==> config.mk <==
export PLATFORM = sky130hd
export DESIGN_NAME = sha1_stream_hasher_core
export DESIGN_NICKNAME = d
export VERILOG_FILES = /design/src/hdl/sha1sh_pkg.sv /design/src/hdl/sha1sh_sched.sv /design/src/hdl/sha1sh_round.sv /design/src/hdl/sha1sh_ctrl.sv /design/src/hdl/sha1_stream_hasher_core.sv
export SDC_FILE = /design/constraint.sdc
export NUM_CORES = 2
export LEC_CHECK = 0
export ABC_AREA = 1
export BUFFER_PORTS_ARGS = -buffer_cell sky130_fd_sc_hd__buf_2
export CAP_MARGIN = 10
export CORE_MARGIN = 5
export CORE_UTILIZATION = 59
export DETAILED_ROUTE_END_ITERATION = 10
export PLACE_DENSITY = 0.78
export RECOVER_POWER = 25
export SKIP_LAST_GASP = 1
export SYNTH_ARGS = -nofsm -noshare
export SYNTH_HDL_FRONTEND = slang
export SYNTH_SLANG_ARGS = --single-unit
==> constraint.sdc <==
create_clock -name clk -period 13.52 [get_ports clk]
set_input_delay 1.352 -clock clk [delete_from_list [all_inputs] [get_ports clk]]
set_output_delay 1.352 -clock clk [all_outputs]
set_load 0.1 [all_outputs]
==> src/hdl/sha1sh_pkg.sv <==
package sha1sh_pkg;

    localparam int LENGTH_COUNTER_WIDTH = 64;
    localparam int HASH_WORDS = 5;
    localparam int SCHED_WORDS = 16;
    localparam int BYTE_POS_W = 6;
    localparam int ROUND_CNT_W = 7;
    localparam int WORD_IDX_W = 3;
    localparam int LEN_IDX_W = 3;

    localparam logic [BYTE_POS_W-1:0] LAST_POS = 6'd63;
    localparam logic [BYTE_POS_W-1:0] LEN_POS = 6'd56;
    localparam logic [ROUND_CNT_W-1:0] LAST_ROUND = 7'd79;
    localparam logic [ROUND_CNT_W-1:0] GRP1_START = 7'd20;
    localparam logic [ROUND_CNT_W-1:0] GRP2_START = 7'd40;
    localparam logic [ROUND_CNT_W-1:0] GRP3_START = 7'd60;
    localparam logic [WORD_IDX_W-1:0] LAST_WORD_IDX = 3'd4;
    localparam logic [LEN_IDX_W-1:0] LAST_LEN_IDX = 3'd7;

    localparam logic [7:0] PAD_BYTE = 8'h80;
    localparam logic [7:0] ZERO_BYTE = 8'h00;
    localparam logic [7:0] CH_LOWER_A = 8'h61;
    localparam logic [7:0] CH_LOWER_Z = 8'h7A;
    localparam logic [7:0] CASE_OFFSET = 8'h20;

    typedef logic [31:0] word_t;
    typedef logic [HASH_WORDS-1:0][31:0] chain_t;

    localparam chain_t INIT_CHAIN = {32'hC3D2E1F0, 32'h10325476, 32'h98BADCFE,
                                     32'hEFCDAB89, 32'h67452301};

    localparam word_t K_GRP0 = 32'h5A827999;
    localparam word_t K_GRP1 = 32'h6ED9EBA1;
    localparam word_t K_GRP2 = 32'h8F1BBCDC;
    localparam word_t K_GRP3 = 32'hCA62C1D6;

    typedef struct packed {
        logic       has_byte;
        logic [7:0] data_byte;
        logic       end_of_message;
    } msg_item_t;

    typedef struct packed {
        logic [31:0] digest_word;
        logic [2:0]  word_number;
        logic        last_word;
    } dig_item_t;

    typedef enum logic [2:0] {
        ST_IDLE,
        ST_FEED,
        ST_ROUND,
        ST_ADD,
        ST_OUT
    } state_t;

    typedef enum logic [2:0] {
        PH_DATA,
        PH_WIDE,
        PH_PAD80,
        PH_PADZ,
        PH_LEN,
        PH_DONE,
        PH_OUT
    } phase_t;

    typedef enum logic [1:0] {
        RG_CH,
        RG_PAR1,
        RG_MAJ,
        RG_PAR2
    } round_grp_t;

    typedef struct packed {
        logic       init;
        logic       load;
        logic       step;
        logic       add;
        round_grp_t grp;
    } rnd_ctl_t;

    typedef struct packed {
        logic       shift_byte;
        logic       shift_round;
        logic [7:0] byte_in;
    } sched_ctl_t;

endpackage

==> src/hdl/sha1sh_sched.sv <==
module sha1sh_sched (
    input  logic                    clk,
    input  sha1sh_pkg::sched_ctl_t  ctl,
    output sha1sh_pkg::word_t       w
);
    import sha1sh_pkg::*;

    word_t win_reg  [SCHED_WORDS];
    word_t win_next [SCHED_WORDS];
    word_t mix;

    // window holds w[t..t+15]; byte loading shifts the 512-bit line left by one byte
    always_comb
    begin
        mix = win_reg[13] ^ win_reg[8] ^ win_reg[2] ^ win_reg[0];
        for (int i = 0; i < SCHED_WORDS; i++)
        begin
            win_next[i] = win_reg[i];
        end
        if (ctl.shift_byte)
        begin
            for (int i = 0; i < SCHED_WORDS - 1; i++)
            begin
                win_next[i] = {win_reg[i][23:0], win_reg[i+1][31:24]};
            end
            win_next[SCHED_WORDS-1] = {win_reg[SCHED_WORDS-1][23:0], ctl.byte_in};
        end
        else if (ctl.shift_round)
        begin
            for (int i = 0; i < SCHED_WORDS - 1; i++)
            begin
                win_next[i] = win_reg[i+1];
            end
            win_next[SCHED_WORDS-1] = {mix[30:0], mix[31]};
        end
    end

    always_ff @(posedge clk)
    begin
        for (int i = 0; i < SCHED_WORDS; i++)
        begin
            win_reg[i] <= win_next[i];
        end
    end

    assign w = win_reg[0];

endmodule

==> src/hdl/sha1sh_round.sv <==
module sha1sh_round (
    input  logic                  clk,
    input  logic                  rst_n,
    input  sha1sh_pkg::rnd_ctl_t  ctl,
    input  sha1sh_pkg::word_t     w,
    output sha1sh_pkg::chain_t    chain
);
    import sha1sh_pkg::*;

    chain_t work_reg;
    chain_t work_next;
    chain_t chain_reg;
    chain_t chain_next;
    word_t  a, b, c, d, e;
    word_t  f, k, t;

    assign a = work_reg[0];
    assign b = work_reg[1];
    assign c = work_reg[2];
    assign d = work_reg[3];
    assign e = work_reg[4];

    always_comb
    begin
        unique case (ctl.grp)
            RG_CH:
            begin
                f = (b & c) | (~b & d);
                k = K_GRP0;
            end
            RG_PAR1:
            begin
                f = b ^ c ^ d;
                k = K_GRP1;
            end
            RG_MAJ:
            begin
                f = (b & c) | (b & d) | (c & d);
                k = K_GRP2;
            end
            RG_PAR2:
            begin
                f = b ^ c ^ d;
                k = K_GRP3;
            end
            default:
            begin
                f = b ^ c ^ d;
                k = K_GRP3;
            end
        endcase
        t = {a[26:0], a[31:27]} + f + e + k + w;
    end

    always_comb
    begin
        work_next = work_reg;
        if (ctl.load)
        begin
            work_next = chain_reg;
        end
        else if (ctl.step)
        begin
            work_next[0] = t;
            work_next[1] = a;
            work_next[2] = {b[1:0], b[31:2]};
            work_next[3] = c;
            work_next[4] = d;
        end
    end

    always_comb
    begin
        chain_next = chain_reg;
        if (ctl.init)
        begin
            chain_next = INIT_CHAIN;
        end
        else if (ctl.add)
        begin
            for (int i = 0; i < HASH_WORDS; i++)
            begin
                chain_next[i] = chain_reg[i] + work_reg[i];
            end
        end
    end

    always_ff @(posedge clk)
    begin
        work_reg <= work_next;
    end

    always_ff @(posedge clk or negedge rst_n)
    begin
        if (!rst_n)
        begin
            chain_reg <= INIT_CHAIN;
        end
        else
        begin
            chain_reg <= chain_next;
        end
    end

    assign chain = chain_reg;

endmodule

==> src/hdl/sha1sh_ctrl.sv <==
module sha1sh_ctrl (
    input  logic                                clk,
    input  logic                                rst_n,
    input  logic                                msg_valid,
    output logic                                msg_ready,
    input  sha1sh_pkg::msg_item_t               msg_item,
    output logic                                dig_valid,
    input  logic                                dig_ready,
    input  logic                                cfg_valid,
    input  logic                                cfg_data,
    output logic                                mode,
    output logic [sha1sh_pkg::WORD_IDX_W-1:0]   word_idx,
    output sha1sh_pkg::sched_ctl_t              sched_ctl,
    output sha1sh_pkg::rnd_ctl_t                rnd_ctl
);
    import sha1sh_pkg::*;

    state_t                          state_reg, state_next;
    phase_t                          phase_reg, phase_next, phase_after;
    logic [BYTE_POS_W-1:0]           pos_reg, pos_next;
    logic [LENGTH_COUNTER_WIDTH-1:0] count_reg, count_next;
    logic [ROUND_CNT_W-1:0]          round_reg, round_next;
    logic [LEN_IDX_W-1:0]            len_idx_reg, len_idx_next;
    logic [WORD_IDX_W-1:0]           word_reg, word_next;
    logic                            mode_reg, mode_next;
    logic                            eom_reg, eom_next;
    logic [7:0]                      data_reg, data_next;
    logic [7:0]                      conv_byte;
    logic [7:0]                      feed_byte;
    logic [63:0]                     len_full;
    logic                            msg_xfer, dig_xfer, block_full, digest_done;

    function automatic state_t dispatch(phase_t p);
        state_t s;
        unique case (p)
            PH_DONE: s = ST_IDLE;
            PH_OUT:  s = ST_OUT;
            default: s = ST_FEED;
        endcase
        return s;
    endfunction

    assign msg_xfer    = msg_valid && msg_ready;
    assign dig_xfer    = dig_valid && dig_ready;
    assign block_full  = (state_reg == ST_FEED) && (pos_reg == LAST_POS);
    assign digest_done = dig_xfer && (word_reg == LAST_WORD_IDX);
    assign len_full    = 64'(count_reg);

    always_comb
    begin
        conv_byte = msg_item.data_byte;
        if (mode_reg && msg_item.data_byte >= CH_LOWER_A && msg_item.data_byte <= CH_LOWER_Z)
        begin
            conv_byte = msg_item.data_byte - CASE_OFFSET;
        end
    end

    always_comb
    begin
        unique case (phase_reg)
            PH_DATA:  feed_byte = data_reg;
            PH_PAD80: feed_byte = PAD_BYTE;
            PH_LEN:   feed_byte = len_full[{~len_idx_reg, 3'b000} +: 8];
            default:  feed_byte = ZERO_BYTE;
        endcase
    end

    // where the byte sequence goes after the byte placed this cycle
    always_comb
    begin
        unique case (phase_reg)
            PH_DATA:
            begin
                priority if (mode_reg)
                    phase_after = PH_WIDE;
                else if (eom_reg)
                    phase_after = PH_PAD80;
                else
                    phase_after = PH_DONE;
            end
            PH_WIDE:
                phase_after = eom_reg ? PH_PAD80 : PH_DONE;
            PH_PAD80, PH_PADZ:
                phase_after = (pos_reg + 1'b1 == LEN_POS) ? PH_LEN : PH_PADZ;
            PH_LEN:
                phase_after = (len_idx_reg == LAST_LEN_IDX) ? PH_OUT : PH_LEN;
            default:
                phase_after = phase_reg;
        endcase
    end

    // next state
    always_comb
    begin
        state_next = state_reg;
        unique case (state_reg)
            ST_IDLE:
            begin
                if (msg_xfer && (msg_item.has_byte || msg_item.end_of_message))
                    state_next = ST_FEED;
            end
            ST_FEED:
            begin
                state_next = block_full ? ST_ROUND : dispatch(phase_after);
            end
            ST_ROUND:
            begin
                if (round_reg == LAST_ROUND)
                    state_next = ST_ADD;
            end
            ST_ADD:
            begin
                state_next = dispatch(phase_reg);
            end
            ST_OUT:
            begin
                if (digest_done)
                    state_next = ST_IDLE;
            end
            default:
                state_next = ST_IDLE;
        endcase
    end

    // datapath registers and counters
    always_comb
    begin
        phase_next   = phase_reg;
        pos_next     = pos_reg;
        count_next   = count_reg;
        round_next   = round_reg;
        len_idx_next = len_idx_reg;
        word_next    = word_reg;
        eom_next     = eom_reg;
        data_next    = data_reg;
        mode_next    = cfg_valid ? cfg_data : mode_reg;
        if (msg_xfer)
        begin
            data_next  = conv_byte;
            eom_next   = msg_item.end_of_message;
            phase_next = msg_item.has_byte ? PH_DATA : PH_PAD80;
        end
        if (state_reg == ST_FEED)
        begin
            phase_next = phase_after;
            pos_next   = pos_reg + 1'b1;
            if (phase_reg == PH_DATA || phase_reg == PH_WIDE)
                count_next = count_reg + LENGTH_COUNTER_WIDTH'(8);
            if (phase_reg == PH_LEN)
                len_idx_next = len_idx_reg + 1'b1;
        end
        if (block_full)
            round_next = '0;
        else if (state_reg == ST_ROUND)
            round_next = round_reg + 1'b1;
        if (dig_xfer)
            word_next = word_reg + 1'b1;
        if (digest_done)
        begin
            word_next  = '0;
            count_next = '0;
        end
    end

    // outputs
    always_comb
    begin
        msg_ready             = (state_reg == ST_IDLE);
        dig_valid             = (state_reg == ST_OUT);
        sched_ctl.shift_byte  = (state_reg == ST_FEED);
        sched_ctl.shift_round = (state_reg == ST_ROUND);
        sched_ctl.byte_in     = feed_byte;
        rnd_ctl.init          = digest_done;
        rnd_ctl.load          = block_full;
        rnd_ctl.step          = (state_reg == ST_ROUND);
        rnd_ctl.add           = (state_reg == ST_ADD);
        priority if (round_reg < GRP1_START)
            rnd_ctl.grp = RG_CH;
        else if (round_reg < GRP2_START)
            rnd_ctl.grp = RG_PAR1;
        else if (round_reg < GRP3_START)
            rnd_ctl.grp = RG_MAJ;
        else
            rnd_ctl.grp = RG_PAR2;
    end

    assign mode     = mode_reg;
    assign word_idx = word_reg;

    always_ff @(posedge clk or negedge rst_n)
    begin
        if (!rst_n)
        begin
            state_reg   <= ST_IDLE;
            phase_reg   <= PH_DONE;
            pos_reg     <= '0;
            count_reg   <= '0;
            round_reg   <= '0;
            len_idx_reg <= '0;
            word_reg    <= '0;
            mode_reg    <= 1'b0;
            eom_reg     <= 1'b0;
        end
        else
        begin
            state_reg   <= state_next;
            phase_reg   <= phase_next;
            pos_reg     <= pos_next;
            count_reg   <= count_next;
            round_reg   <= round_next;
            len_idx_reg <= len_idx_next;
            word_reg    <= word_next;
            mode_reg    <= mode_next;
            eom_reg     <= eom_next;
        end
    end

    always_ff @(posedge clk)
    begin
        data_reg <= data_next;
    end

    // compression only ever starts on a block boundary
    assert property (@(posedge clk) disable iff (!rst_n)
        (state_reg == ST_ROUND) |-> (pos_reg == '0))
        else $error("round phase with partial block");

    // padding always finishes a block and the whole length field
    assert property (@(posedge clk) disable iff (!rst_n)
        (state_reg == ST_OUT) |-> (pos_reg == '0 && len_idx_reg == '0))
        else $error("digest out before padding complete");

    // digest output is only entered from the final chaining add, starting at word 0
    assert property (@(posedge clk) disable iff (!rst_n)
        (state_reg == ST_OUT && $past(state_reg) != ST_OUT)
            |-> ($past(state_reg) == ST_ADD && word_reg == '0))
        else $error("digest out entered from wrong state");

    // bit count only grows in whole bytes
    assert property (@(posedge clk) disable iff (!rst_n)
        (count_reg[2:0] == 3'b000))
        else $error("bit count not byte aligned");

endmodule

==> src/hdl/sha1_stream_hasher_core.sv <==
// SHA-1 over a byte stream, one message byte per msg transfer, digest out as five 32-bit
// words (h0 first) on the dig channel after the transfer that carries end_of_message.
// A byte item is transferred and then fed in as one byte (as two in service-name mode,
// where the byte is upper-cased and followed by a zero byte and the words come out
// byte-reversed). Every completed 64-byte block runs 80 rounds through the one
// shared round unit, one per cycle, then a chaining add. The end item feeds one padding or
// length byte per cycle (9 to 72) plus the blocks those bytes complete, then the five words.
// The block takes no new item until the digest has been fully transferred; it then
// starts a new message. The mode register may be written at any time the block is idle.
module sha1_stream_hasher_core (
    input  logic                   clk,
    input  logic                   rst_n,
    input  logic                   msg_valid,
    output logic                   msg_ready,
    input  sha1sh_pkg::msg_item_t  msg_item,
    output logic                   dig_valid,
    input  logic                   dig_ready,
    output sha1sh_pkg::dig_item_t  dig_item,
    input  logic                   cfg_valid,
    output logic                   cfg_ready,
    input  logic                   cfg_data
);
    import sha1sh_pkg::*;

    sched_ctl_t              sched_ctl;
    rnd_ctl_t                rnd_ctl;
    word_t                   w;
    chain_t                  chain;
    logic                    mode;
    logic [WORD_IDX_W-1:0]   word_idx;
    word_t                   sel_word;

    sha1sh_ctrl u_ctrl (
        .clk       (clk),
        .rst_n     (rst_n),
        .msg_valid (msg_valid),
        .msg_ready (msg_ready),
        .msg_item  (msg_item),
        .dig_valid (dig_valid),
        .dig_ready (dig_ready),
        .cfg_valid (cfg_valid),
        .cfg_data  (cfg_data),
        .mode      (mode),
        .word_idx  (word_idx),
        .sched_ctl (sched_ctl),
        .rnd_ctl   (rnd_ctl)
    );

    sha1sh_sched u_sched (
        .clk (clk),
        .ctl (sched_ctl),
        .w   (w)
    );

    sha1sh_round u_round (
        .clk   (clk),
        .rst_n (rst_n),
        .ctl   (rnd_ctl),
        .w     (w),
        .chain (chain)
    );

    assign cfg_ready = 1'b1;
    assign sel_word  = chain[word_idx];

    always_comb
    begin
        dig_item.digest_word = mode ? {sel_word[7:0], sel_word[15:8], sel_word[23:16],
                                       sel_word[31:24]}
                                    : sel_word;
        dig_item.word_number = word_idx;
        dig_item.last_word   = (word_idx == LAST_WORD_IDX);
    end

endmodule
==> qor.csv <==
stage;metric;value;unit
cts;CTS tree;built;
cts;clk_lat worst skew;720;ps
setup_path;CP Capture Type;asynchronous set/reset pin;
logic_synthesis;Avg Cell Area, Syn;8.11;sq um
detailed_routing;Routed WL;194000;um
die;Die Height;326;um
run_status;failing checks;capacitance limit, slew limit;
logic_synthesis;synth warn;0;
logic_synthesis;register bit total from synthesis;928;
die;number of top-level pins;55;
setup_path;Critical Path AT;7810;ps
die;Core Box Area;98700;sq um
setup_path;Reg2Reg Setup Slack;6540;ps
cells_and_area;most common cell after layout, fill and taps aside;nand2_1;
cts;PostCTS Resize Cnt;0;
die;site row count;115;
logic_synthesis;synth top area cells;edfxtp_1, nand2_1, dfrtp_1, o21ai_0, inv_1;
cells_and_area;final instance area;63400;sq um
pwr;total power draw;0.0170;W
setup_path;most frequent CP cell;clkbuf_1;
detailed_routing;met3 WL;23000;um
placed_design;Port Buffers;53;
setup_path;crit path max fanout;70;
logic_synthesis;ys flop type;edfxtp_1;
grt;GRT Total Usage;35.6;%
hold_path;hold crit path type;reg2reg;
placed_design;Post-DP Area;60000;sq um
logic_synthesis;share of the synthesized area in the top cell type;34.7;%
placed_design;DP HPWL;144000;um
grt;initial antenna violation count;4;
setup_path;CP delay by family, top;buffers and inverters;
logic_synthesis;EDFF count, synth;680;
timing;Final Skew;28.1;ps
setup_path;CP peak stage delay;3310;ps
grt;first-pass GRT wire length;290000;um
pwr;Power Dens Cells;268;nW/um^2
cts;clk sinks;928;
timing;unrepaired setup endpoints after global routing;false;
setup_path;reg2reg path depth;26;
detailed_routing;via count;51300;
timing;Final Hold Fails;0;
timing;sum of negative setup slack;0;ps
cells_and_area;fill count;8403;
hold_path;WHS Path Cells;1;
timing;Worst slew margin;-232;%
detailed_routing;post-route ant nets;0;
die;die area;106000;sq um
setup_path;critical path depth;2;
logic_synthesis;cell area after synthesis;58800;sq um
logic_synthesis;Cell variety after synth;61;
logic_synthesis;Post-Syn Instances;7252;
grt;grt ovf;0;
setup_path;Crit path required time;13410;ps
timing;Slew @ Worst Pin;4980;ps
detailed_routing;metal2 WL;81400;um
setup_path;crit start category;input pin;
cts;hold buffer count at CTS;0;
detailed_routing;# DRC;0;
timing;period utilization;58.6;%
cts;CTS max path bufs;3;
placed_design;GPL Wtd Cong;1.05;
setup_path;WS Path Type;in2async;
detailed_routing;WL/cell;22.7;um
setup_path;buffer and inverter count on the worst path;2;
run_status;status;complete, but fails checks;
cells_and_area;area of the multi-input gates;27900;sq um
timing;# setup viols final;0;
pwr;peak supply drop;330;uV
cts;H-tree depth;3;
cells_and_area;most frequent cells in the layout;nand2_1, inv_1, edfxtp_1;
logic_synthesis;ys async rst share;26.7;%
timing;Final Max Slew Viols;704;
logic_synthesis;register area share after synthesis;45.4;%
grt;vias in the first global route;47300;
job;Max-Cap Viols;10;
setup_path;CP max-delay cell;clkbuf_1;
detailed_routing;drt via density;5.99;
cts;CTS clock-pin slew for the worst setup and hold paths;60;ps
cells_and_area;Layout area overhead;7.82;%
cts;root buffer cell;clkbuf_16;
cts;setup bufs post-CTS;0;
cells_and_area;Final #Nets;7567;
detailed_routing;top routing layer in use;met5;
cells_and_area;Layout Utilization;64.3;%
detailed_routing;met1 wire length;80000;um
cells_and_area;Reg area;26700;sq um
logic_synthesis;Mapped Nets;7627;
pwr;leakage;28.4;nW
die;Initial Util;59.6;%
die;die width;326;um
detailed_routing;TritonRoute pass-1 iters;6;
grt;largest net degree at the start of global routing;224;
logic_synthesis;largest area contributor in the netlist;edfxtp_1;
cts;total CTS buffers;101;
detailed_routing;Initial DRC Count;7110;
timing;Fmax achieved;126;MHz
cells_and_area;layout cell share with drive strength beyond 1;5.21;%
cells_and_area;number of flip-flops in the largest register;512;
setup_path;crit-path cells;clkbuf_1 -> clkbuf_1;
timing;Tmin final;7920;ps
==> Yosys cell counts (80+ instances only) <==
master and instances:
buf_2 83, a21oi_1 426, clkbuf_1 146, nor2_1 367
edfxtp_1 680, ha_1 234, nand2_1 2477, nor3_1 80
xnor2_1 110, inv_1 814, nand4_1 89, dfstp_2 82
nand3_1 299, fa_1 125, dfrtp_1 166, o21ai_0 624
==> power by group <==
part / switching (W) / internal, W / total (W) / leakage, nW
registers: 0.000968 / 0.00500 / 0.00597 / 9.31
logic: 0.00575 / 0.00234 / 0.00809 / 17.4
clock network: 0.00125 / 0.00167 / 0.00293 / 1.67
==> logic make-up after synthesis <==
family	Yosys count	synth area share (%)
fa+ha+maj	359	9.23
other cells	1	0.00637
buf+inv	1077	7.07
xor+xnor	162	2.41
simple gates	3411	23.6
compound gates	1314	12.2
flops	928	45.4
==> final timing paths <==
| path | start | to |
|---|---|---|
| worst max-delay path | rst_n | u_ctrl.count_reg[20] |
| worst min-delay path | u_ctrl.round_reg[5] | u_ctrl.round_reg[5] |
| worst max register to register | u_ctrl.round_reg[3] | u_round.a[31] |
| worst min register to register | u_ctrl.round_reg[5] | u_ctrl.round_reg[5] |
| max in group clk | u_ctrl.round_reg[3] | u_round.a[31] |
| min in group asynchronous | rst_n | u_ctrl.count_reg[56] |
==> per-stage QoR <==
| step | hold WS, ps | instances | worst slack [ps] |
|---|---|---|---|
| after floorplan | 462 | 7252 | 411 |
| after detailed placement | 506 | 8376 | 6640 |
| final | 517 | 8569 | 5600 |
| after global placement | 481 | 8376 | 6720 |
| after global routing | 537 | 8567 | 4450 |
| after CTS | 513 | 8567 | 6600 |
==> per-layer routing <==
layer	up-vias	track usage, %
met4	2	15.2
li1	23800	-
met5	-	0
met1	24400	51.2
met2	2639	51.4
met3	465	9.25
==> final cells by class <==
type | count | area share [%]
clock inverter | 69 | 1.30
sequential | 928 | 42.1
tap | 1287 | 2.54
antenna | 2 | 0.00789
clock buffer | 122 | 4.21
timing repair buffer | 89 | 0.844
multi-input combinational | 5247 | 44.1
inverter | 825 | 4.91
(Power assumes the default switching activity.)
